## src/design/lru_write_back_cache_unit_macros.svh

```systemverilog
// Assertion macros used by the cache unit's sequencer (lwbc_ctrl).
`ifndef LRU_WRITE_BACK_CACHE_UNIT_MACROS_SVH
`define LRU_WRITE_BACK_CACHE_UNIT_MACROS_SVH

`ifndef ASSERT_OFF
// Property checked at every clock edge outside reset.
`define LWBC_ASSERT(lbl, prop, msg) \
  lbl: assert property (@(posedge clk_i) disable iff (!rst_ni) prop) else $error(msg);
// Property whose consequent is checked in the clock cycle after its antecedent.
`define LWBC_ASSERT_NEXT(lbl, ante, cons, msg) \
  lbl: assert property (@(posedge clk_i) disable iff (!rst_ni) ante |=> cons) else $error(msg);
`else
`define LWBC_ASSERT(lbl, prop, msg)
`define LWBC_ASSERT_NEXT(lbl, ante, cons, msg)
`endif

`endif

```

## src/design/lwbc_pkg.sv

```systemverilog
// Shared constants, types and codes of the LRU write-back cache unit.
`default_nettype none

package lwbc_pkg;

  // Geometry.
  localparam int WAYS      = 16;
  localparam int MEM_DEPTH = 1024;
  localparam int WAY_W     = (WAYS > 1) ? $clog2(WAYS) : 1;
  localparam int FILL_W    = $clog2(WAYS + 1);
  localparam int MEM_AW    = $clog2(MEM_DEPTH);

  // Field widths.
  localparam int ADDR_W      = 10;
  localparam int DATA_W      = 32;
  localparam int WAYS_CFG_W  = 5;
  localparam int WORDS_CFG_W = 11;
  localparam int CFG_DATA_W  = 11;
  localparam int CFG_IDX_W   = 1;

  // Register indexes and reset values.
  localparam logic [CFG_IDX_W-1:0]   REG_WAYS_IN_USE  = CFG_IDX_W'(0);
  localparam logic [CFG_IDX_W-1:0]   REG_WORDS_IN_USE = CFG_IDX_W'(1);
  localparam logic [WAYS_CFG_W-1:0]  WAYS_RESET       = WAYS_CFG_W'(16);
  localparam logic [WORDS_CFG_W-1:0] WORDS_RESET      = WORDS_CFG_W'(1024);

  // Operation and status codes.
  localparam logic OP_READ     = 1'b0;
  localparam logic OP_WRITE    = 1'b1;
  localparam logic STATUS_DONE = 1'b0;
  localparam logic STATUS_OOB  = 1'b1;

  typedef enum logic [1:0] {
    ST_CLEAR,
    ST_IDLE,
    ST_SCAN,
    ST_FILL
  } state_e;

  // Request and result payloads.
  typedef struct packed {
    logic                     operation;
    logic [ADDR_W-1:0]        address;
    logic signed [DATA_W-1:0] write_data;
  } req_t;

  typedef struct packed {
    logic signed [DATA_W-1:0] read_data;
    logic                     status;
  } rsp_t;

  // Commands from the sequencer to the entry store.
  typedef struct packed {
    logic              promote;
    logic [WAY_W-1:0]  prom_pos;
    logic [WAY_W-1:0]  prom_slot;
    logic              entry_we;
    logic [WAY_W-1:0]  wr_slot;
    logic [ADDR_W-1:0] wr_address;
    logic [DATA_W-1:0] wr_data;
    logic [WAY_W-1:0]  rd_pos;
    logic [ADDR_W-1:0] key;
  } st_cmd_t;

  // Entry seen at the selected recency position.
  typedef struct packed {
    logic [WAY_W-1:0]  slot;
    logic [ADDR_W-1:0] address;
    logic [DATA_W-1:0] data;
    logic              match;
  } st_rsp_t;

  // Backing memory port.
  typedef struct packed {
    logic              we;
    logic [MEM_AW-1:0] addr;
    logic [DATA_W-1:0] wdata;
  } ram_cmd_t;

endpackage

`default_nettype wire

```

## src/design/lwbc_ctrl.sv

```systemverilog
// Sequencer: memory clear, recency scan, fill and write-back, configuration.
`default_nettype none
`include "lru_write_back_cache_unit_macros.svh"

module lwbc_ctrl (
  input  wire logic                             clk_i,
  input  wire logic                             rst_ni,
  input  wire logic                             start,
  output logic                                  busy,
  input  wire lwbc_pkg::req_t                   req_i,
  input  wire logic                             cfg_we_i,
  input  wire logic [lwbc_pkg::CFG_IDX_W-1:0]   cfg_idx_i,
  input  wire logic [lwbc_pkg::CFG_DATA_W-1:0]  cfg_data_i,
  output lwbc_pkg::st_cmd_t                     st_cmd_o,
  input  wire lwbc_pkg::st_rsp_t                st_rsp_i,
  output lwbc_pkg::ram_cmd_t                    ram_cmd_o,
  input  wire logic [lwbc_pkg::DATA_W-1:0]      ram_rdata_i,
  output logic                                  done_o,
  output lwbc_pkg::rsp_t                        rsp_o
);

  lwbc_pkg::state_e                     state_q, state_d;
  lwbc_pkg::req_t                       req_q, req_d;
  lwbc_pkg::rsp_t                       rsp_q, rsp_d;
  logic [lwbc_pkg::FILL_W-1:0]          pos_q, pos_d;
  logic [lwbc_pkg::FILL_W-1:0]          fill_q, fill_d;
  logic [lwbc_pkg::MEM_AW-1:0]          clr_q, clr_d;
  logic                                 done_q, done_d;
  logic [lwbc_pkg::WAYS_CFG_W-1:0]      ways_q;
  logic [lwbc_pkg::WORDS_CFG_W-1:0]     words_q;
  logic                                 acc;
  logic                                 oob_in;
  logic                                 scan_end;
  logic                                 evict;
  logic                                 clr_last;
  logic [lwbc_pkg::WAY_W-1:0]           last_pos;
  logic [lwbc_pkg::DATA_W-1:0]          fresh;

  // Status of the current step.
  assign acc      = start && (state_q == lwbc_pkg::ST_IDLE);
  assign oob_in   = (32'(req_i.address) >= 32'(words_q)) ||
                    (32'(req_i.address) >= lwbc_pkg::MEM_DEPTH);
  assign scan_end = (pos_q == fill_q);
  assign evict    = (fill_q != '0) && ((32'(fill_q) >= 32'(ways_q)) ||
                                       (32'(fill_q) >= lwbc_pkg::WAYS));
  assign clr_last = (clr_q == lwbc_pkg::MEM_AW'(lwbc_pkg::MEM_DEPTH - 1));
  assign last_pos = lwbc_pkg::WAY_W'(fill_q - lwbc_pkg::FILL_W'(1));
  assign fresh    = (req_q.operation == lwbc_pkg::OP_WRITE) ? req_q.write_data : ram_rdata_i;

  // Next state.
  always_comb begin
    state_d = state_q;
    case (state_q)
      lwbc_pkg::ST_CLEAR: begin
        if (clr_last) begin
          state_d = lwbc_pkg::ST_IDLE;
        end
      end
      lwbc_pkg::ST_IDLE: begin
        if (acc && !oob_in) begin
          state_d = lwbc_pkg::ST_SCAN;
        end
      end
      lwbc_pkg::ST_SCAN: begin
        if (scan_end) begin
          state_d = lwbc_pkg::ST_FILL;
        end else if (st_rsp_i.match) begin
          state_d = lwbc_pkg::ST_IDLE;
        end
      end
      lwbc_pkg::ST_FILL: begin
        state_d = lwbc_pkg::ST_IDLE;
      end
      default: begin
        state_d = lwbc_pkg::ST_IDLE;
      end
    endcase
  end

  // Outputs and datapath updates.
  always_comb begin
    busy                = (state_q != lwbc_pkg::ST_IDLE);
    st_cmd_o            = '0;
    st_cmd_o.rd_pos     = lwbc_pkg::WAY_W'(pos_q);
    st_cmd_o.key        = req_q.address;
    st_cmd_o.wr_address = req_q.address;
    ram_cmd_o.we        = 1'b0;
    ram_cmd_o.addr      = lwbc_pkg::MEM_AW'(req_q.address);
    ram_cmd_o.wdata     = '0;
    req_d               = req_q;
    rsp_d               = rsp_q;
    pos_d               = pos_q;
    fill_d              = fill_q;
    clr_d               = clr_q;
    done_d              = 1'b0;
    case (state_q)
      lwbc_pkg::ST_CLEAR: begin
        ram_cmd_o.we   = 1'b1;
        ram_cmd_o.addr = clr_q;
        clr_d          = clr_q + lwbc_pkg::MEM_AW'(1);
      end
      lwbc_pkg::ST_IDLE: begin
        if (acc) begin
          req_d = req_i;
          pos_d = '0;
          if (oob_in) begin
            done_d          = 1'b1;
            rsp_d.read_data = '0;
            rsp_d.status    = lwbc_pkg::STATUS_OOB;
          end
        end
      end
      lwbc_pkg::ST_SCAN: begin
        // A miss leaves the memory read of the address in flight.
        if (!scan_end) begin
          if (st_rsp_i.match) begin
            st_cmd_o.promote   = 1'b1;
            st_cmd_o.prom_pos  = lwbc_pkg::WAY_W'(pos_q);
            st_cmd_o.prom_slot = st_rsp_i.slot;
            st_cmd_o.wr_slot   = st_rsp_i.slot;
            st_cmd_o.wr_data   = req_q.write_data;
            st_cmd_o.entry_we  = (req_q.operation == lwbc_pkg::OP_WRITE);
            done_d             = 1'b1;
            rsp_d.read_data    = (req_q.operation == lwbc_pkg::OP_WRITE) ? '0 : st_rsp_i.data;
            rsp_d.status       = lwbc_pkg::STATUS_DONE;
          end else begin
            pos_d = pos_q + lwbc_pkg::FILL_W'(1);
          end
        end
      end
      lwbc_pkg::ST_FILL: begin
        st_cmd_o.rd_pos   = last_pos;
        st_cmd_o.promote  = 1'b1;
        st_cmd_o.entry_we = 1'b1;
        st_cmd_o.wr_data  = fresh;
        if (evict) begin
          // Write the least recent entry back and reuse its slot.
          ram_cmd_o.we       = 1'b1;
          ram_cmd_o.addr     = lwbc_pkg::MEM_AW'(st_rsp_i.address);
          ram_cmd_o.wdata    = st_rsp_i.data;
          st_cmd_o.prom_pos  = last_pos;
          st_cmd_o.prom_slot = st_rsp_i.slot;
          st_cmd_o.wr_slot   = st_rsp_i.slot;
        end else begin
          st_cmd_o.prom_pos  = lwbc_pkg::WAY_W'(fill_q);
          st_cmd_o.prom_slot = lwbc_pkg::WAY_W'(fill_q);
          st_cmd_o.wr_slot   = lwbc_pkg::WAY_W'(fill_q);
          fill_d             = fill_q + lwbc_pkg::FILL_W'(1);
        end
        done_d          = 1'b1;
        rsp_d.read_data = (req_q.operation == lwbc_pkg::OP_WRITE) ? '0 : ram_rdata_i;
        rsp_d.status    = lwbc_pkg::STATUS_DONE;
      end
      default: begin
        done_d = 1'b0;
      end
    endcase
  end

  // Control registers.
  always_ff @(posedge clk_i or negedge rst_ni) begin
    if (!rst_ni) begin
      state_q <= lwbc_pkg::ST_CLEAR;
      pos_q   <= '0;
      fill_q  <= '0;
      clr_q   <= '0;
      done_q  <= 1'b0;
    end else begin
      state_q <= state_d;
      pos_q   <= pos_d;
      fill_q  <= fill_d;
      clr_q   <= clr_d;
      done_q  <= done_d;
    end
  end

  // Configuration registers.
  always_ff @(posedge clk_i or negedge rst_ni) begin
    if (!rst_ni) begin
      ways_q  <= lwbc_pkg::WAYS_RESET;
      words_q <= lwbc_pkg::WORDS_RESET;
    end else if (cfg_we_i) begin
      case (cfg_idx_i)
        lwbc_pkg::REG_WAYS_IN_USE:  ways_q  <= cfg_data_i[lwbc_pkg::WAYS_CFG_W-1:0];
        lwbc_pkg::REG_WORDS_IN_USE: words_q <= cfg_data_i[lwbc_pkg::WORDS_CFG_W-1:0];
        default: ways_q <= ways_q;
      endcase
    end
  end

  // Request and result payload.
  always_ff @(posedge clk_i) begin
    req_q <= req_d;
    rsp_q <= rsp_d;
  end

  assign done_o = done_q;
  assign rsp_o  = rsp_q;

  // Checks.
  `LWBC_ASSERT(a_fill_bound, (32'(fill_q) <= lwbc_pkg::WAYS), "fill count above way count")
  `LWBC_ASSERT(a_scan_bound, (state_q == lwbc_pkg::ST_SCAN) |-> (pos_q <= fill_q), "scan past fill")
  `LWBC_ASSERT_NEXT(a_fill_hold, (state_q != lwbc_pkg::ST_FILL), $stable(fill_q), "fill moved")
  `LWBC_ASSERT(a_done_cause, done_q |-> $past((state_q != lwbc_pkg::ST_IDLE) || acc), "stray result")

endmodule

`default_nettype wire

```

## config.mk

```make
export PLATFORM = sky130hd
export DESIGN_NAME = lwbc_ctrl
export DESIGN_NICKNAME = d
export VERILOG_FILES = /design/src/design/lwbc_pkg.sv /design/src/design/lwbc_ctrl.sv
export VERILOG_INCLUDE_DIRS = /design/src /design/src/design
export SDC_FILE = /design/constraint.sdc
export NUM_CORES = 1
export LEC_CHECK = 0
export BUFFER_PORTS_ARGS = -buffer_cell sky130_fd_sc_hd__buf_2
export CORE_MARGIN = 2
export CORE_UTILIZATION = 40
export DETAILED_ROUTE_END_ITERATION = 10
export PLACE_DENSITY = 0.7
export SYNTH_ARGS = -nofsm -noshare
export SYNTH_HDL_FRONTEND = slang
export SYNTH_SLANG_ARGS = --single-unit
export TNS_END_PERCENT = 20
```

## constraint.sdc

```tcl
create_clock -name clk_i -period 5.4 [get_ports clk_i]
set_clock_uncertainty 0.15 [all_clocks]
set_input_delay 0.81 -clock clk_i [delete_from_list [all_inputs] [get_ports clk_i]]
set_output_delay 0.81 -clock clk_i [all_outputs]
set_load 0.005 [all_outputs]
```

**Word level (Yosys, flattened, before mapping)**

Index checks and enable logic that the tools add are counted.
W data, S select, Z words.

- Multiplexer cells: 34
- Reduce and logical (&&, ||, !) cells: 16
- Magnitude comparators: 3
- $add $sub $neg: 4
- Bitwise gates (word level): 2
- Equality and inequality tests: 14

Operators by type and width:

| kind | number |
|---|---|
| $mux W32 | 6 |
| $mux W33 | 4 |
| $pmux W33 S3 | 1 |
| $pmux W32 S2 | 1 |
| $mux W43 | 1 |
| $mux W14 | 2 |
| $pmux W14 S2 | 1 |
| $pmux W11 S2 | 1 |
| $mux W5 | 3 |
| $ne A2 B2 Y1 const B | 6 |
| $ge A10 B11 Y1 | 1 |
| $add A10 B1 Y10 const B | 1 |
| $add A5 B1 Y5 const B | 2 |
| $eq A10 B10 Y1 const B | 1 |
| $pmux W5 S2 | 1 |
| $mux W2 | 4 |
| $mux W4 | 2 |
| $mux W8 | 1 |
| $pmux W2 S4 | 1 |
| $reduce_and A2 Y1 | 4 |
| $eq A5 B5 Y1 | 1 |
| $ge A5 B5 Y1 | 1 |
| $ge A5 B5 Y1 const B | 1 |
| $reduce_and A5 Y1 | 1 |
| 17 further kinds | 25 |

- Logic and storage cells: 85
- Input port bits: 138
- Output and inout port bits: 148
- Register bits after elaboration: 115

**Longest topological paths before layout**

- Depth in word-level cells: 5
- Gate-level depth with buffers: 11
- Depth with buffers taken out: 8

**Worst setup path after synthesis**

No wires, ideal clock.

- Path kind: input to register
- Start: input req_i[38] in the netlist's numbering
- End: register rsp_q, in the netlist rsp_o[0] (enable)
- Stages: 7
- Buffers on the path: 0
- Path slack: 440 ps
- Required time: 4772 ps
- Library setup time: 478 ps
- Arrival: 4332 ps
- Path through: ha_1 and3_1 a221o_1 a41oi_1 o21ai_0 nand3b_1 a221oi_1

- Word-level cells in the longest chain between the ends: 3

Ends and longest elaborated chain:

| what | line | RTL |
|---|---|---|
| start: declaration | lwbc_ctrl.sv:10 | `input wire lwbc_pkg::req_t req_i,` |
| $ge A10 B11 Y1 | lwbc_ctrl.sv:41 | `assign oob_in = (32'(req_i.address) >= 32'(words_q)) \|\|` |
| $ne A2 B2 Y1 (no source line) | -- |  |
| $reduce_and A5 Y1 (no source line) | -- |  |
| end signal: assignment | lwbc_ctrl.sv:194 | `rsp_q <= rsp_d;` |
| end: declaration | lwbc_ctrl.sv:24 | `lwbc_pkg::rsp_t rsp_q, rsp_d;` |

Every way passes these cells.
A chain may end at the register's enable or synchronous reset.

==> summary.md <==
| Metric | Value |
|---|---|
| Die Span Y | approximately 130 um |
| Worst Setup End Kind | output port |
| DRT iter0 DRCs | 365 |
| DR WL/cell | between 20 and 25 um |
| CTS max path bufs | 2 |
| Via count | about 5500 |
| Syn avg cell area | around 11 um^2 |
| Worst skew pair latency | 0.42 ns |
| Top_reg_cell synth | edfxtp_1 |
| Worst vdd ir | roughly 0.00025 V |
| Ys Warns | 0 |
| Cell area power density | between 500 and 600 mW/mm^2 |
| CTS tree | built |
| Crit path max-delay cell type | o311ai_0 |
| Tot GR Track Use | 0.233 |
| IO Port Bufs | 285 |
| CTS clock-pin slew for the worst setup and hold paths | 0.05 ns |
| Period minus WS final | approximately 4.2 ns |
| Finished Cell Area | slightly above 0.008 mm^2 |
| Flop pwr share | 0.328 |
| Sw Share | 0.371 |
| # Post-CTS Setup Buffers | 0 |
| Syn Nets | between 600 and 700 |
| Relative slew margins | 0.240 |
| Cells after synthesis | between 500 and 600 |
| Largest net degree at the start of global routing | between 60 and 70 |
| Root buffer selected by CTS | clkbuf_16 |
| Max Freq | around 240 MHz |
| Core Region | approximately 0.015 mm^2 |
| Worst setup margin | around 1.2 ns |
| Outcome | complete, no violations |
| FILL cells | 1373 |
| # IOs | around 290 |
| Site Rows | 45 |
| Crit path kind | flip-flop to output port |
| GPL Wtd Cong | between 0.9 and 1 |
| Grt ovf | 0 |
| Initial antenna violation count | 2 |
| Final setup fails | 0 |
| Crit path DAT | 3.26 ns |
| Number of global-route vias before repair | ~5100 |
| Pins Over Slew Limit | 0 |
| Final wirelength | around 20000 um |
| P_int | roughly 0.0028 W |
| Area growth, synth to finish | 32.6% |
| Commonest cells after routing, fill and taps aside | buf_2 (285), edfxtp_1 (76), a22o_1 (65), nand3_1 (39), and3_1 (38) |
| TritonCTS Buffers | 17 |
| Worst path required time | between 4 and 5 ns |
| Pre-CTS WS | about 1.6 ns |
| Clock tree sinks | around 120 |
| Yosys top cell by area | edfxtp_1 |
| Crit-path max cell delay | 0.68 ns |
| DR vias/cell | ~5.6 |
| WP buf/inv | 2 |
| Clk pwr share | 0.276 |
| Worst setup SP type | flip-flop |
| Die width | between 100 and 150 um |
| CP delay by family, top | compound AO/OA/AOI/OAI gates |
| Share of layout cells above drive strength 1 | 0.440 |
| Leak | around 4 nW |
| MaxCap Viol Count | 0 |
| CTS resizes | 0 |
| Pre-Repair DR Iteration Count | 5 |
| Post-synth EDFFs | between 70 and 80 |
| Unrepaired setup endpoints after global routing | false |
| Synth area leaders | edfxtp_1 (37%), dfrtp_1 (15%), a22o_1 (9.3%) |
| DIE AREA | 0.0164 mm^2 |
| Ordered cell list for the critical path | inv_1, ha_1, nand2b_1, a21oi_1, o21ai_0, a21o_2, o311ai_0, buf_2 |
| Post-route core utilization | 0.540 |
| Worst-Margin Slew | between 1 and 1.5 ns |
| Drt drc | 0 |
| Hold-fix buffers, CTS | 0 |
| Final setup TNS | 0 ns |
| Crit Path Max Fanout | 55 |
| P_sw | about 0.0016 W |
| H-tree levels | 4 |
| Initial Util | 0.407 |
| Synth async-reset ratio | 0.339 |
| Final period util | 0.781 |
| DRT antenna net count | 0 |
| Netlist Area Pre-Place | around 0.006 mm^2 |
| #FFs+latches synth | about 120 |
| Final hold vios | 0 |
| Dpl cell area | around 0.0075 mm^2 |
| Post-DP HPWL | 14400 um |
| First-pass GRT wire length | between 20000 and 30000 um |
| Comb power frac | 0.396 |
| Commonest non-fill, non-tap cell in the layout | buf_2 |
| Hold crit path type | flip-flop to flip-flop |
| Sequential area share after synthesis | 0.530 |
| Area fraction of the dominant cell type after synthesis | 0.371 |
| Final layout net count | around 950 |
| Synth unique cells | 51 |
[worst reg2reg max path, cell delays in order, from the launching register on]
cell,delay (ns)
dfrtp_1,0.40
ha_2,0.19
buf_4,0.51
clkinv_1,0.45
nor2_4,0.17
buf_4,0.56
a22o_1,0.31
[sequential cells by signal, summed over array words and instances (netlist names)]
signal	count
req_q	33
rsp_o	33
words_q	11
clr_q	10
st_cmd_o	10
fill_q	5
pos_q	5
ways_q	5
state_q	2
done_o	1
[final timing paths]
kind | startpoint | endpoint | slack, ns | cells after the start
max in group asynchronous | rst_ni | fill_q[0] | 4.18 | 1
min | clr_q[9] | clr_q[9] | 0.35 | 1
max | fill_q[0] | st_cmd_o[61] | 1.18 | 8
min in group asynchronous | rst_ni | words_q[6] | 0.36 | 1
min reg2reg | clr_q[9] | clr_q[9] | 0.35 | 1
max reg2reg | state_q[0] | rsp_o[21] | 2.51 | 6
[per-stage QoR]
stage	power [W]	cells	hold WS [ns]
finish	0.00444	985	0.345
CTS	0.00447	983	0.346
floorplan	0.00254	536	0.310
detailed placement	0.00323	951	0.338
global placement	0.00320	951	0.338
global route	0.00470	985	0.362
[cell usage after synthesis, types with 8 or more instances]
cell and n:
a22o_1 65, inv_1 21, nor2_1 19, o21ai_0 10, dfrtp_1 37, and3_1 38, a21oi_1 17, mux2_2 15
buf_4 24, edfxtp_1 76, nand2_1 33, nand3_1 39, ha_1 25, xnor2_1 11, xor2_1 8, clkbuf_1 27
[metal layers]
| metal | vias up | global-route usage | wire length (um) |
|---|---|---|---|
| met5 | - | 0 | 0 |
| met4 | 0 | 0.114 | 729 |
| met3 | 54 | 0.0576 | 1400 |
| met2 | 264 | 0.399 | 10000 |
| met1 | 2665 | 0.273 | 7600 |
| li1 | 2484 | - | - |
[power by group through the flow]
stage | Combinational, W | Clock [W] | Sequential (W)
5_1_grt | 0.00192 | 0.00129 | 0.00148
3_5_place_dp | 0.00176 | 0 | 0.00147
3_3_place_gp | 0.00174 | 0 | 0.00146
6_report | 0.00176 | 0.00123 | 0.00145
2_1_floorplan | 0.00110 | 0 | 0.00144
4_1_cts | 0.00177 | 0.00125 | 0.00145
[area by class of cell]
type | count | area (um^2) | share of cell area
clock buffers | 18 | 429 | 0.0526
flip-flops and latches | 115 | 3260 | 0.400
multi-input cells | 336 | 2460 | 0.302
clock inverters | 14 | 211 | 0.0259
repair buffers | 290 | 1460 | 0.180
well taps | 188 | 235 | 0.0289
inverters | 22 | 82.6 | 0.0101
diodes | 2 | 5.00 | 0.000614
[cell families (layout without fill, tap and decap cells)]
group	after synthesis	after routing	synth area share
simple gates	154	154	0.130
compound gates	119	119	0.153
xor+xnor	19	19	0.0271
flops	115	115	0.530
buf+inv	85	344	0.0739
fa+ha+maj	25	25	0.0509
other cells	0	2	0
mux	19	19	0.0340
Note: power is estimated with default switching activity, not from simulation.
