--- config.mk ---
export PLATFORM = sky130hd
export DESIGN_NAME = lwbc_store
export DESIGN_NICKNAME = d
export VERILOG_FILES = /design/src/design/lru_write_back_cache_unit_macros.svh /design/src/design/lwbc_pkg.sv /design/src/design/lwbc_store.sv
export SDC_FILE = /design/constraint.sdc
export NUM_CORES = 1
export LEC_CHECK = 0
export BUFFER_PORTS_ARGS = -buffer_cell sky130_fd_sc_hd__buf_4
export CAP_MARGIN = 20
export CORE_MARGIN = 2
export CORE_UTILIZATION = 35
export DETAILED_ROUTE_END_ITERATION = 12
export GPL_ROUTABILITY_DRIVEN = 0
export GPL_TIMING_DRIVEN = 0
export PLACE_DENSITY = 0.54
export SLEW_MARGIN = 20
export SYNTH_ARGS = -nofsm -noshare
export SYNTH_HDL_FRONTEND = slang
export SYNTH_SLANG_ARGS = --single-unit
export TNS_END_PERCENT = 1
--- constraint.sdc ---
create_clock -name clk_i -period 6 [get_ports clk_i]
set_input_delay 1.5 -clock clk_i [delete_from_list [all_inputs] [get_ports clk_i]]
set_output_delay 1.5 -clock clk_i [all_outputs]
set_load 0.01 [all_outputs]
--- src/design/lru_write_back_cache_unit_macros.svh ---
// Assertion macros used by the cache unit's sequencer (lwbc_ctrl).
`ifndef LRU_WRITE_BACK_CACHE_UNIT_MACROS_SVH
`define LRU_WRITE_BACK_CACHE_UNIT_MACROS_SVH

`ifndef ASSERT_OFF
// Property checked at every clock edge outside reset.
`define LWBC_ASSERT(lbl, prop, msg) \
  lbl: assert property (@(posedge clk_i) disable iff (!rst_ni) prop) else $error(msg);
// Property whose consequent is checked in the clock cycle after its antecedent.
`define LWBC_ASSERT_NEXT(lbl, ante, cons, msg) \
  lbl: assert property (@(posedge clk_i) disable iff (!rst_ni) ante |=> cons) else $error(msg);
`else
`define LWBC_ASSERT(lbl, prop, msg)
`define LWBC_ASSERT_NEXT(lbl, ante, cons, msg)
`endif

`endif

--- src/design/lwbc_pkg.sv ---
// Shared constants, types and codes of the LRU write-back cache unit.
`default_nettype none

package lwbc_pkg;

  // Geometry.
  localparam int WAYS      = 16;
  localparam int MEM_DEPTH = 1024;
  localparam int WAY_W     = (WAYS > 1) ? $clog2(WAYS) : 1;
  localparam int FILL_W    = $clog2(WAYS + 1);
  localparam int MEM_AW    = $clog2(MEM_DEPTH);

  // Field widths.
  localparam int ADDR_W      = 10;
  localparam int DATA_W      = 32;
  localparam int WAYS_CFG_W  = 5;
  localparam int WORDS_CFG_W = 11;
  localparam int CFG_DATA_W  = 11;
  localparam int CFG_IDX_W   = 1;

  // Register indexes and reset values.
  localparam logic [CFG_IDX_W-1:0]   REG_WAYS_IN_USE  = CFG_IDX_W'(0);
  localparam logic [CFG_IDX_W-1:0]   REG_WORDS_IN_USE = CFG_IDX_W'(1);
  localparam logic [WAYS_CFG_W-1:0]  WAYS_RESET       = WAYS_CFG_W'(16);
  localparam logic [WORDS_CFG_W-1:0] WORDS_RESET      = WORDS_CFG_W'(1024);

  // Operation and status codes.
  localparam logic OP_READ     = 1'b0;
  localparam logic OP_WRITE    = 1'b1;
  localparam logic STATUS_DONE = 1'b0;
  localparam logic STATUS_OOB  = 1'b1;

  typedef enum logic [1:0] {
    ST_CLEAR,
    ST_IDLE,
    ST_SCAN,
    ST_FILL
  } state_e;

  // Request and result payloads.
  typedef struct packed {
    logic                     operation;
    logic [ADDR_W-1:0]        address;
    logic signed [DATA_W-1:0] write_data;
  } req_t;

  typedef struct packed {
    logic signed [DATA_W-1:0] read_data;
    logic                     status;
  } rsp_t;

  // Commands from the sequencer to the entry store.
  typedef struct packed {
    logic              promote;
    logic [WAY_W-1:0]  prom_pos;
    logic [WAY_W-1:0]  prom_slot;
    logic              entry_we;
    logic [WAY_W-1:0]  wr_slot;
    logic [ADDR_W-1:0] wr_address;
    logic [DATA_W-1:0] wr_data;
    logic [WAY_W-1:0]  rd_pos;
    logic [ADDR_W-1:0] key;
  } st_cmd_t;

  // Entry seen at the selected recency position.
  typedef struct packed {
    logic [WAY_W-1:0]  slot;
    logic [ADDR_W-1:0] address;
    logic [DATA_W-1:0] data;
    logic              match;
  } st_rsp_t;

  // Backing memory port.
  typedef struct packed {
    logic              we;
    logic [MEM_AW-1:0] addr;
    logic [DATA_W-1:0] wdata;
  } ram_cmd_t;

endpackage

`default_nettype wire

--- src/design/lwbc_store.sv ---
// Cache entries, recency list and the shared address comparator.
`default_nettype none

module lwbc_store (
  input  wire logic              clk_i,
  input  wire lwbc_pkg::st_cmd_t cmd_i,
  output lwbc_pkg::st_rsp_t      rsp_o
);

  logic [lwbc_pkg::ADDR_W-1:0] addr_q  [lwbc_pkg::WAYS];
  logic [lwbc_pkg::DATA_W-1:0] data_q  [lwbc_pkg::WAYS];
  logic [lwbc_pkg::WAY_W-1:0]  order_q [lwbc_pkg::WAYS];
  logic [lwbc_pkg::WAY_W-1:0]  slot;

  // Entry write: address and data of one slot.
  always_ff @(posedge clk_i) begin
    if (cmd_i.entry_we) begin
      addr_q[cmd_i.wr_slot] <= cmd_i.wr_address;
      data_q[cmd_i.wr_slot] <= cmd_i.wr_data;
    end
  end

  // Promotion shifts positions up to prom_pos down by one and puts the slot in front.
  always_ff @(posedge clk_i) begin
    if (cmd_i.promote) begin
      order_q[0] <= cmd_i.prom_slot;
      for (int k = 1; k < lwbc_pkg::WAYS; k++) begin
        if (lwbc_pkg::WAY_W'(k) <= cmd_i.prom_pos) begin
          order_q[k] <= order_q[k-1];
        end
      end
    end
  end

  // One recency position is looked at per cycle.
  assign slot          = order_q[cmd_i.rd_pos];
  assign rsp_o.slot    = slot;
  assign rsp_o.address = addr_q[slot];
  assign rsp_o.data    = data_q[slot];
  assign rsp_o.match   = (addr_q[slot] == cmd_i.key);

endmodule

`default_nettype wire

Yosys cells after proc, flatten, opt, wreduce, memory -nomap -nowiden
Memories as Yosys holds them, arrays and structs flattened.
Cells that the tools add are included.

storage, ports and cells
  register bits after elaboration = 0
  bits in writable memories = 736
  output and inout bits = 47
  word-level logic and storage cells = 68
  memories kept = 3

cells by class
  magnitude comparators = 15
  equality and inequality tests = 1
  multiplexer cells = 49

memories
  memory   words  bits a word  read ports  clocked after memory_dff  wr ports  RTL line          RTL
  data_q   16     32           1           0                         1         lwbc_store.sv:11  logic [lwbc_pkg::DATA_W-1:0] data_q [lwbc_pkg::WAYS];
  addr_q   16     10           1           0                         1         lwbc_store.sv:10  logic [lwbc_pkg::ADDR_W-1:0] addr_q [lwbc_pkg::WAYS];
  order_q  16     4            16          0                         16        lwbc_store.sv:12  logic [lwbc_pkg::WAY_W-1:0] order_q [lwbc_pkg::WAYS];

operator list
  cell                count
  $mux 1              49
  $le 4x4->1 const A  8
  $le 3x4->1 const A  4
  $eq 10x10->1        1
  $le 2x4->1 const A  2
  $le 1x4->1 const A  1

Longest topological paths before layout
Gate-level depths: netlist (run 1).

  depth after elaboration = 4
  depth in mapped cells = 15
  mapped depth without buffers = 11

Worst setup path before layout (run 1)
Ideal clock, no wire load.

  path kind = input -> output
  start = in cmd_i[11] (netlist name)
  end = out rsp_o[0] (netlist name)
  arrival time = 4.247 ns
  required time = 4.500 ns
  slack = 0.253 ns
  cell stages on the path = 12
  cell sequence = buf_6 buf_6 mux4_2 mux2i_4 mux2_2 a2111oi_0 a31o_2 a211oi_1 xor2_1 a2111oi_2 nand4_1 nor2_1

RTL lines
  what             RTL line         RTL
  start, declared  lwbc_store.sv:6  input wire lwbc_pkg::st_cmd_t cmd_i,
  end, declared    lwbc_store.sv:7  output lwbc_pkg::st_rsp_t rsp_o

==> flow_summary_export.csv, run 1 <==
group,metric,value,unit
floorplan,dieArea,88200,sq um
synth,synth-edff-count,736,
global_routing,overflow,0,
critical_path,rrSetupSlack,5.30,ns
critical_path,rr_startpoint,"order_q[11][2]$_DFFE_PP_",
global_routing,grt_max_degree,19,
floorplan,ioPinCount,118,
clocking,ctsHoldBuffers,0,
critical_path,required,4.50,ns
detailed_routing,vias,19200,
critical_path,critPathKind,"input pin to output pin",
synth,yosys_warnings,0,
synth,syn_area,30100,sq um
detailed_routing,drc,0,
global_routing,grt_pass1_wl,130000,um
cells_and_area,utilization,0.434,
synth,synth-seq-area-share,0.735,
clocking,htreeDepth,3,
timing,period_needed,6.13,ns
status,violations,"negative setup slack",
critical_path,worst_ep_arrival_time,4.63,ns
floorplan,design.core.area,85100,sq um
timing,setup_violations,5,
critical_path,worstSetupStartpointType,"input pin",
timing,maxSlewHeadroom,0.418,
detailed_routing,via_per_inst,5.38,
critical_path,cp_slowest_stage_delay,0.57,ns
synth,ys_seq_elements,736,
timing,max_freq,0.163,GHz
pwr,vdd_ir_drop_max,0.000202,V
global_routing,antenna_found_initial,6,
pwr,power.density,339,nW/um^2
detailed_routing,drt_iter0_drc,2099,
timing,hold_viol_final,0,
clocking,clock_sinks,736,
detailed_routing,wl_per_cell,24.9,um
placed_design,io_buffers,112,
synth,async_reset_ff_frac,0,
critical_path,path_common_cell,"buf_12",
critical_path,rr_endpoint,"order_q[12][2]$_DFFE_PP_",
min_path,min_to,"order_q[8][2]$_DFFE_PP_",
timing,worstMarginPinSlew,0.869,ns
critical_path,ff2ff_path_depth,0,
floorplan,initial_utilization,0.353,
timing,fin_crit_sh,1.02,
global_routing,grt_usage,0.199,
timing,maxSlewViolCount,0,
timing,finalWorstSetupSlack,-0.127,ns
synth,ys_types,68,
clocking,clk_path_buf_depth,3,
timing,rsz0062_at_grt,"true",
clocking,path_clk_slew,0.06,ns
critical_path,crit_path_top_delay_cell,"mux4_2",
detailed_routing,dr.pass1.iters,5,
synth,synth_nets,2159,
clocking,cts_tree,"yes",
floorplan,rows,107,
critical_path,critPathMaxFanout,6,
floorplan,die_h,297,um
cells_and_area,nets,2431,
cells_and_area,synthToLayoutAreaGrowth,22.9,%
flow_run,cap_violations,0,
critical_path,crit_chain,"buf_12 -> buf_12 -> mux4_2 -> mux4_2 -> buf_8 -> buf_12 -> mux2i_1 -> o211ai_1 -> nand4_1 -> xor2_1 -> nor2_2 -> a2111oi_4 -> nand4_1 -> nor2_1 -> buf_4",
pwr,p_leak,13.1,nW
detailed_routing,antenna_left,0,
critical_path,critPathTopFamily,"multiplexers",
critical_path,crit_buf_inv,5,
detailed_routing,routed_wl,88900,um
clocking,cts_buffers,80,
synth,synth_cells,2088,
cells_and_area,stdcell_count,3573,
status,status,"complete, but fails checks",
min_path,hold_path_startpoint,"order_q[7][2]$_DFFE_PP_",
placed_design,dp_cells,3394,
min_path,min_delay_path_depth,0,
synth,avgSynthCellArea,14.4,sq um
clocking,cts_root_buffer,"clkbuf_16",
timing,fin_skew,0.00865,ns
cells_and_area,drive_gt1_frac,0.228,
critical_path,startpoint,"cmd_i[13]",
global_routing,grt_pass1_vias,19300,
min_path,hp-class,"flop to flop",
timing,setup-tns-final,-0.368,ns
synth,synth_ff_type,"edfxtp_1",
clocking,insertion_delay,0.63,ns
critical_path,cp-end-kind,"output pin",
placed_design,hpwl,60200,um
floorplan,die_w,297,um
==> cells in the mapped netlist, drive strengths merged, types with 8 or more instances <==
cell type	n	area, sq um
a31oi	74	463
a2111oi	10	106
nor2	40	160
clkbuf	83	312
edfxtp	736	22100
and3	145	907
nand3	31	160
buf	57	335
mux2i	119	1220
nand2	427	1600
nand4	10	62.6
nor3	10	60.1
inv	9	33.8
xnor2	11	96.3
a22o	9	78.8
a22oi	8	60.1
o21ai	24	120
a21oi	80	400
a211oi	114	861
mux4	10	229
==> how the worst max path moves through the flow <==
stage | depth (start not counted) | end | slack, ns
after floorplan | 12 | rsp_o[0] | 0.25
after global placement | 3 | addr_q[0][4]$_DFFE_PP_ | -2.99
after detailed placement | 15 | rsp_o[30] | -1.64
after CTS | 15 | rsp_o[0] | -0.18
after global routing | 13 | rsp_o[0] | -0.30
final | 15 | rsp_o[0] | -0.13
==> final cells by class <==
type / count / area [sq um]
Sequential cell: 736 / 22100
Fill cell: 7680 / 48200
Tap cell: 1144 / 1430
Buffer: 140 / 1180
Clock inverter: 56 / 429
Multi-Input combinational cell: 1202 / 7780
Clock buffer: 93 / 2050
Timing Repair Buffer: 190 / 1900
Antenna cell: 2 / 5.00
Inverter: 10 / 53.8
==> power breakdown <==
part	internal, W	switching, W
clock	0.00264	0.00206
sequential	0.00578	0.0000346
combinational	0.000757	0.00125
total	0.00918	0.00335
==> metal layers <==
| layer | vias up | part of all wire | global-route usage | wire length, um |
|---|---|---|---|---|
| met2 | 776 | 0.47 | 0.317 | 41400 |
| met5 | - | 0.00041 | 0 | 36 |
| met1 | 9706 | 0.43 | 0.276 | 38400 |
| met4 | 6 | 0.026 | 0.0611 | 2350 |
| li1 | 8586 | - | - | - |
| met3 | 141 | 0.075 | 0.0358 | 6660 |
==> registers in the layout, summed over array words and instances (netlist names) <==
name     cells
order_q     64
addr_q     160
data_q     512
==> cell families (layout without fill, tap and decap cells) <==
logic type,after synthesis,count (layout),share of synthesized area
AO/OA/AOI/OAI,360,360,0.0814
XOR/XNOR,17,17,0.00495
other,0,2,0
buffers and inverters,150,489,0.0228
flip-flops,736,736,0.735
multiplexers,136,136,0.0507
AND/OR/NAND/NOR,689,689,0.105
==> per-stage QoR <==
step	setup WS, ns	instance area [sq um]	hold slack [ns]	total power, W
finish	-0.127	36900	0.442	0.0125
global route	-0.301	36900	0.463	0.0129
CTS	-0.181	36700	0.439	0.0126
detailed placement	-1.64	33200	0.435	0.00770
global placement	-2.99	32300	0.426	0.00766
floorplan	0.253	30100	0.417	0.00688
==> cell usage in the layout (no fill, tap or decap), types with 24 or more instances in the layout <==
cell and count:
edfxtp_1 736, nand2_1 426, buf_4 187, and3_1 145, mux2i_1 114, a211oi_1 89, clkbuf_16 81, a31oi_1 68
a21oi_1 65, clkbuf_4 34, nand3_1 29, buf_6 24, a211oi_2 24
==> repair_timing <==
action,4_1_cts,5_1_grt
resized for setup,250,94
setup endpoints to repair,44,38
gates cloned,1,0
setup buffers,19,8
pin swaps,12,12
Power figures use the tool's default switching activity.
==> inputs of run 2 (changes only) <==
Settings changed: SKIP_CTS_REPAIR_TIMING set to 1.
==> flow_summary_export.csv, run 2 (synthesized netlist as in run 1, its figures left out) <==
group,metric,value,unit
status,status,"complete, but fails checks",
status,violations,"negative setup slack",
cells_and_area,nets,2427,
critical_path,rrSetupSlack,5.30,ns
critical_path,crit_buf_inv,7,
timing,maxSlewHeadroom,0.387,
flow_run,cap_violations,0,
critical_path,rr_endpoint,"order_q[12][2]$_DFFE_PP_",
critical_path,startpoint,"cmd_i[13]",
timing,hold_viol_final,0,
timing,maxSlewViolCount,0,
pwr,vdd_ir_drop_max,0.000203,V
cells_and_area,drive_gt1_frac,0.215,
floorplan,initial_utilization,0.353,
floorplan,dieArea,88200,sq um
floorplan,design.core.area,85100,sq um
floorplan,die_w,297,um
cells_and_area,fill_cells,7696,
cells_and_area,largest_register_ffs,512,
clocking,clk_path_buf_depth,3,
timing,rsz0062_at_grt,"true",
critical_path,ff2ff_path_depth,0,
min_path,min_delay_path_depth,0,
timing,worstMarginPinSlew,0.919,ns
critical_path,required,4.50,ns
timing,max_freq,0.158,GHz
detailed_routing,vias,19100,
min_path,hp-class,"flop to flop",
clocking,clock_sinks,736,
detailed_routing,drt_iter0_drc,2038,
clocking,htreeDepth,3,
floorplan,rows,107,
clocking,insertion_delay,0.63,ns
critical_path,rr_startpoint,"order_q[11][2]$_DFFE_PP_",
cells_and_area,antenna_cells,0,
cells_and_area,top_register,"data_q",
placed_design,io_buffers,112,
clocking,cts_root_buffer,"clkbuf_16",
critical_path,worst_ep_arrival_time,4.84,ns
detailed_routing,via_per_inst,5.37,
detailed_routing,dr.pass1.iters,7,
global_routing,antenna_found_initial,6,
critical_path,cp-end-kind,"output pin",
cells_and_area,largest_registers,"data_q: 512 flops, addr_q: 160 flops, order_q: 64 flops",
timing,fin_crit_sh,1.06,
critical_path,cp.depth,13,
floorplan,die_h,297,um
detailed_routing,drc,0,
critical_path,worstSetupEndpoint,"rsp_o[10]",
cells_and_area,layout_common_cells,"736 x edfxtp_1, 426 x nand2_1, 170 x buf_4",
cells_and_area,stdcell_count,3567,
global_routing,grt_pass1_vias,19100,
critical_path,cp_slowest_stage_delay,0.57,ns
detailed_routing,routed_wl,88900,um
placed_design,dp_cells,3394,
timing,finalWorstSetupSlack,-0.335,ns
placed_design,post-place-ws,-1.64,ns
global_routing,grt_usage,0.196,
cells_and_area,layout_commonest_cell,"edfxtp_1",
global_routing,grt_max_degree,19,
timing,period_needed,6.34,ns
clocking,path_clk_slew,0.06,ns
critical_path,critPathTopFamily,"buffers and inverters",
clocking,cts_buffers,80,
timing,setup_violations,34,
cells_and_area,synthToLayoutAreaGrowth,21.8,%
pwr,p_leak,12.9,nW
pwr,power.density,341,nW/um^2
floorplan,ioPinCount,118,
critical_path,crit_path_top_delay_cell,"mux4_2",
placed_design,hpwl,60200,um
critical_path,crit_chain,"buf_12 -> buf_12 -> mux4_2 -> mux4_2 -> inv_1 -> buf_4 -> buf_6 -> clkbuf_1 -> and3_1 -> a211oi_1 -> a21oi_1 -> a21oi_1 -> buf_4",
detailed_routing,antenna_left,0,
critical_path,worstSetupStartpointType,"input pin",
global_routing,overflow,0,
timing,fin_skew,0.00863,ns
detailed_routing,wl_per_cell,24.9,um
clocking,cts_tree,"yes",
critical_path,critPathMaxFanout,10,
global_routing,grt_pass1_wl,128000,um
critical_path,critPathKind,"input pin to output pin",
run 2: cell types whose count changed in the layout (fill, tap and decap cells not counted), sizes merged:
cell / delta
bufbuf: -1
inv: -1
clkbuf: +4
buf: -7
diode: -2
clkinvlp: +1
run 2: through the flow:
step	util	area, sq um	setup TNS [ns]	hold WS [ns]	total power [W]
global placement	0.380	32300	-696.51	0.426	0.00766
CTS	0.419	35700	-50.70	0.439	0.0124
global route	0.430	36600	-7.14	0.463	0.0129
floorplan	-	30100	0	0.417	0.00688
finish	0.430	36600	-4.03	0.439	0.0125
detailed placement	0.390	33200	-50.39	0.435	0.00770
run 2: power by group:
part	switching (W)	internal (W)
clock	0.00206	0.00264
combinational	0.00124	0.000716
sequential	0.0000342	0.00578
run 2: layout make-up:
type                    count  area [sq um]  share of cell area
inverters                  10          50.0             0.00137
clock buffers              93          2050              0.0560
well taps                1144          1430              0.0391
clock inverters            56           429              0.0117
repair buffers            186          1850              0.0507
multi-input cells        1202          7680               0.210
plain buffers             140          1000              0.0275
flip-flops and latches    736         22100               0.604
run 2: worst min-delay path by stage:
stage	from	endpoint	slack, ns
final	order_q[4][2]$_DFFE_PP_	order_q[5][2]$_DFFE_PP_	0.44
after global routing	order_q[9][3]$_DFFE_PP_	order_q[10][3]$_DFFE_PP_	0.46
after CTS	order_q[7][2]$_DFFE_PP_	order_q[8][2]$_DFFE_PP_	0.44
after detailed placement	order_q[7][2]$_DFFE_PP_	order_q[8][2]$_DFFE_PP_	0.43
after global placement	order_q[11][0]$_DFFE_PP_	order_q[12][0]$_DFFE_PP_	0.43
after floorplan	order_q[7][3]$_DFFE_PP_	order_q[8][3]$_DFFE_PP_	0.42
run 2: per-layer routing:
metal | global-route usage | share of wire
met1 | 0.270 | 0.43
met2 | 0.311 | 0.47
met3 | 0.0426 | 0.078
met4 | 0.0623 | 0.023
met5 | 0 | 0.00062
==> inputs of run 3 (changes only) <==
Settings changed: ABC_AREA set to 1, SLEW_MARGIN 20 to 40.
==> flow_summary_export.csv, run 3 <==
group,metric,value,unit
status,status,"complete, but fails checks",
status,violations,"negative setup slack",
clocking,path_clk_slew,0.06,ns
timing,setup_violations,1,
detailed_routing,routed_wl,91100,um
synth,ys_seq_elements,736,
timing,rsz0062_at_grt,"true",
floorplan,initial_utilization,0.352,
clocking,cts_buffers,80,
synth,avgSynthCellArea,13.6,sq um
floorplan,die_h,293,um
synth,ys_types,27,
clocking,cts_tree,"yes",
synth,synth_cells,2162,
critical_path,rr_startpoint,"order_q[12][0]$_DFFE_PP_",
global_routing,grt_pass1_vias,19300,
global_routing,overflow,0,
timing,hold_viol_final,0,
cells_and_area,drive_gt1_frac,0.188,
synth,yosysMostFrequentCell,"edfxtp_1",
cells_and_area,layout_commonest_cell,"edfxtp_1",
timing,worstMarginPinSlew,0.813,ns
timing,maxSlewViolCount,0,
synth,yosysTopAreaCell,"edfxtp_1",
flow_run,cap_violations,0,
synth,synth_commonest_cells,"736 x edfxtp_1, 282 x nor2_1, 251 x nand2_1",
synth,yosys-top-cells-area,"edfxtp_1 75%, nand3_1 4.0%, nor2_1 3.6%",
global_routing,grt_pass1_wl,131000,um
synth,synth_nets,2233,
cells_and_area,layout_common_cells,"736 x edfxtp_1, 274 x nor2_1, 250 x nand2_1",
cells_and_area,utilization,0.425,
global_routing,antenna_found_initial,3,
placed_design,io_buffers,115,
cells_and_area,synthToLayoutAreaGrowth,20.9,%
detailed_routing,drc,0,
timing,finalWorstSetupSlack,-0.0616,ns
floorplan,rows,106,
critical_path,worstSetupStartpointType,"input pin",
synth,synthDominantCellAreaShare,0.754,
critical_path,cp-end-kind,"output pin",
detailed_routing,antenna_left,0,
timing,fin_crit_sh,1.01,
timing,max_freq,0.165,GHz
synth,synth_ff_type,"edfxtp_1",
pwr,vdd_ir_drop_max,0.000209,V
synth,async_reset_ff_frac,0,
cells_and_area,top_register,"data_q",
placed_design,hpwl,61900,um
critical_path,worstSetupEndpoint,"rsp_o[18]",
clocking,htreeDepth,3,
synth,synth-seq-area-share,0.754,
critical_path,critPathMaxFanout,10,
detailed_routing,wl_per_cell,25.3,um
timing,period_needed,6.06,ns
clocking,insertion_delay,0.64,ns
floorplan,die_w,293,um
cells_and_area,nets,2532,
placed_design,post-place-ws,-0.430,ns
floorplan,design.core.area,83300,sq um
clocking,clock_sinks,736,
critical_path,ff2ff_path_depth,0,
synth,syn_area,29300,sq um
clocking,cts_root_buffer,"clkbuf_16",
critical_path,critPathKind,"input pin to output pin",
cells_and_area,largest_register_ffs,512,
min_path,hp-class,"flop to flop",
min_path,hold_path_startpoint,"order_q[3][1]$_DFFE_PP_",
detailed_routing,dr.pass1.iters,5,
floorplan,dieArea,86100,sq um
clocking,clk_path_buf_depth,3,
timing,setup-tns-final,-0.0616,ns
cells_and_area,largest_registers,"data_q: 512 flops, addr_q: 160 flops, order_q: 64 flops",
detailed_routing,drt_iter0_drc,2585,
pwr,power.density,341,nW/um^2
critical_path,required,4.50,ns
global_routing,grt_max_degree,17,
critical_path,rr_endpoint,"order_q[13][0]$_DFFE_PP_",
synth,synth-edff-count,736,
floorplan,ioPinCount,118,
detailed_routing,vias,19800,
pwr,p_leak,12.4,nW
critical_path,worst_ep_arrival_time,4.56,ns
detailed_routing,via_per_inst,5.48,
timing,maxSlewHeadroom,0.458,
global_routing,grt_usage,0.209,
critical_path,rrSetupSlack,5.30,ns
synth,yosys_warnings,0,
timing,fin_skew,0.00412,ns
critical_path,startpoint,"cmd_i[10]",
run 3: changes by cell type in the layout (fill, tap and decap cells not counted), sizes merged, moves of 55 or more:
| cell | previous run | this run |
|---|---|---|
| o21ai | 24 | 190 |
| o221ai | 0 | 59 |
| a31oi | 74 | 1 |
| a21oi | 80 | 5 |
| mux2i | 119 | 64 |
| a211oi | 114 | 0 |
| and3 | 145 | 0 |
| nand2 | 427 | 254 |
| nor2 | 40 | 282 |
| nand3 | 31 | 238 |
run 3: how the worst min path moves through the flow:
stage                                to  slack (ns)  cells past startpoint
6_report        order_q[4][1]$_DFFE_PP_        0.45                      0
5_1_grt        order_q[13][2]$_DFFE_PP_        0.45                      0
4_1_cts         order_q[4][1]$_DFFE_PP_        0.45                      0
3_5_place_dp    order_q[4][1]$_DFFE_PP_        0.43                      0
3_3_place_gp    order_q[4][0]$_DFFE_PP_        0.43                      0
2_1_floorplan   order_q[8][0]$_DFFE_PP_        0.43                      0
run 3: where the power goes:
group / internal (W) / switching (W)
logic: 0.000499 / 0.00109
clock network: 0.00262 / 0.00207
registers: 0.00578 / 0.0000305
total: 0.00890 / 0.00319
run 3: final cells by class:
cell class                      count  area, sq um
Antenna cell                        1         2.50
Fill cell                        7580        47900
Clock inverter                     41          398
Buffer                            142          863
Clock buffer                      102         2080
Tap cell                         1080         1350
Timing Repair Buffer              217         2070
Multi-Input combinational cell   1243         6410
Sequential cell                   736        22100
Inverter                           41          159
run 3: per-layer routing:
metal  vias to the layer above  GRT usage  wire length, um
li1                       8692          -                -
met1                      9991      0.295            39000
met2                       936      0.334            42900
met3                       139     0.0354             7320
met4                         4     0.0574             1820
met5                         -          0               31
run 3: critical path, stage by stage:
cell	delay, ns
buf_4	0.15
inv_2	0.11
buf_6	0.17
buf_6	0.17
buf_6	0.16
nand2_1	0.06
nand3_1	0.06
nand3_1	0.09
nand3_1	0.15
nand2_2	0.18
inv_4	0.20
buf_4	0.30
clkbuf_4	0.31
o21ai_0	0.15
o221ai_1	0.35
nand2_1	0.23
buf_4	0.20
run 3: logic make-up (layout without fill, tap and decap cells):
group | Yosys count | after routing | share of synthesized area
AND/OR/NAND/NOR | 842 | 842 | 0.122
other | 0 | 1 | 0
AO/OA/AOI/OAI | 337 | 337 | 0.0704
flip-flops | 736 | 736 | 0.754
multiplexers | 64 | 64 | 0.0219
buffers and inverters | 183 | 543 | 0.0313
run 3: metrics by stage:
| step | cell area (sq um) | hold slack, ns | cells | power [W] |
|---|---|---|---|---|
| 2_1_floorplan | 29300 | 0.426 | 2162 | 0.00671 |
| 3_3_place_gp | 31500 | 0.432 | 3357 | 0.00743 |
| 3_5_place_dp | 32800 | 0.435 | 3459 | 0.00747 |
| 4_1_cts | 35300 | 0.446 | 3602 | 0.0121 |
| 5_1_grt | 35400 | 0.455 | 3602 | 0.0125 |
| 6_report | 35400 | 0.446 | 3603 | 0.0121 |
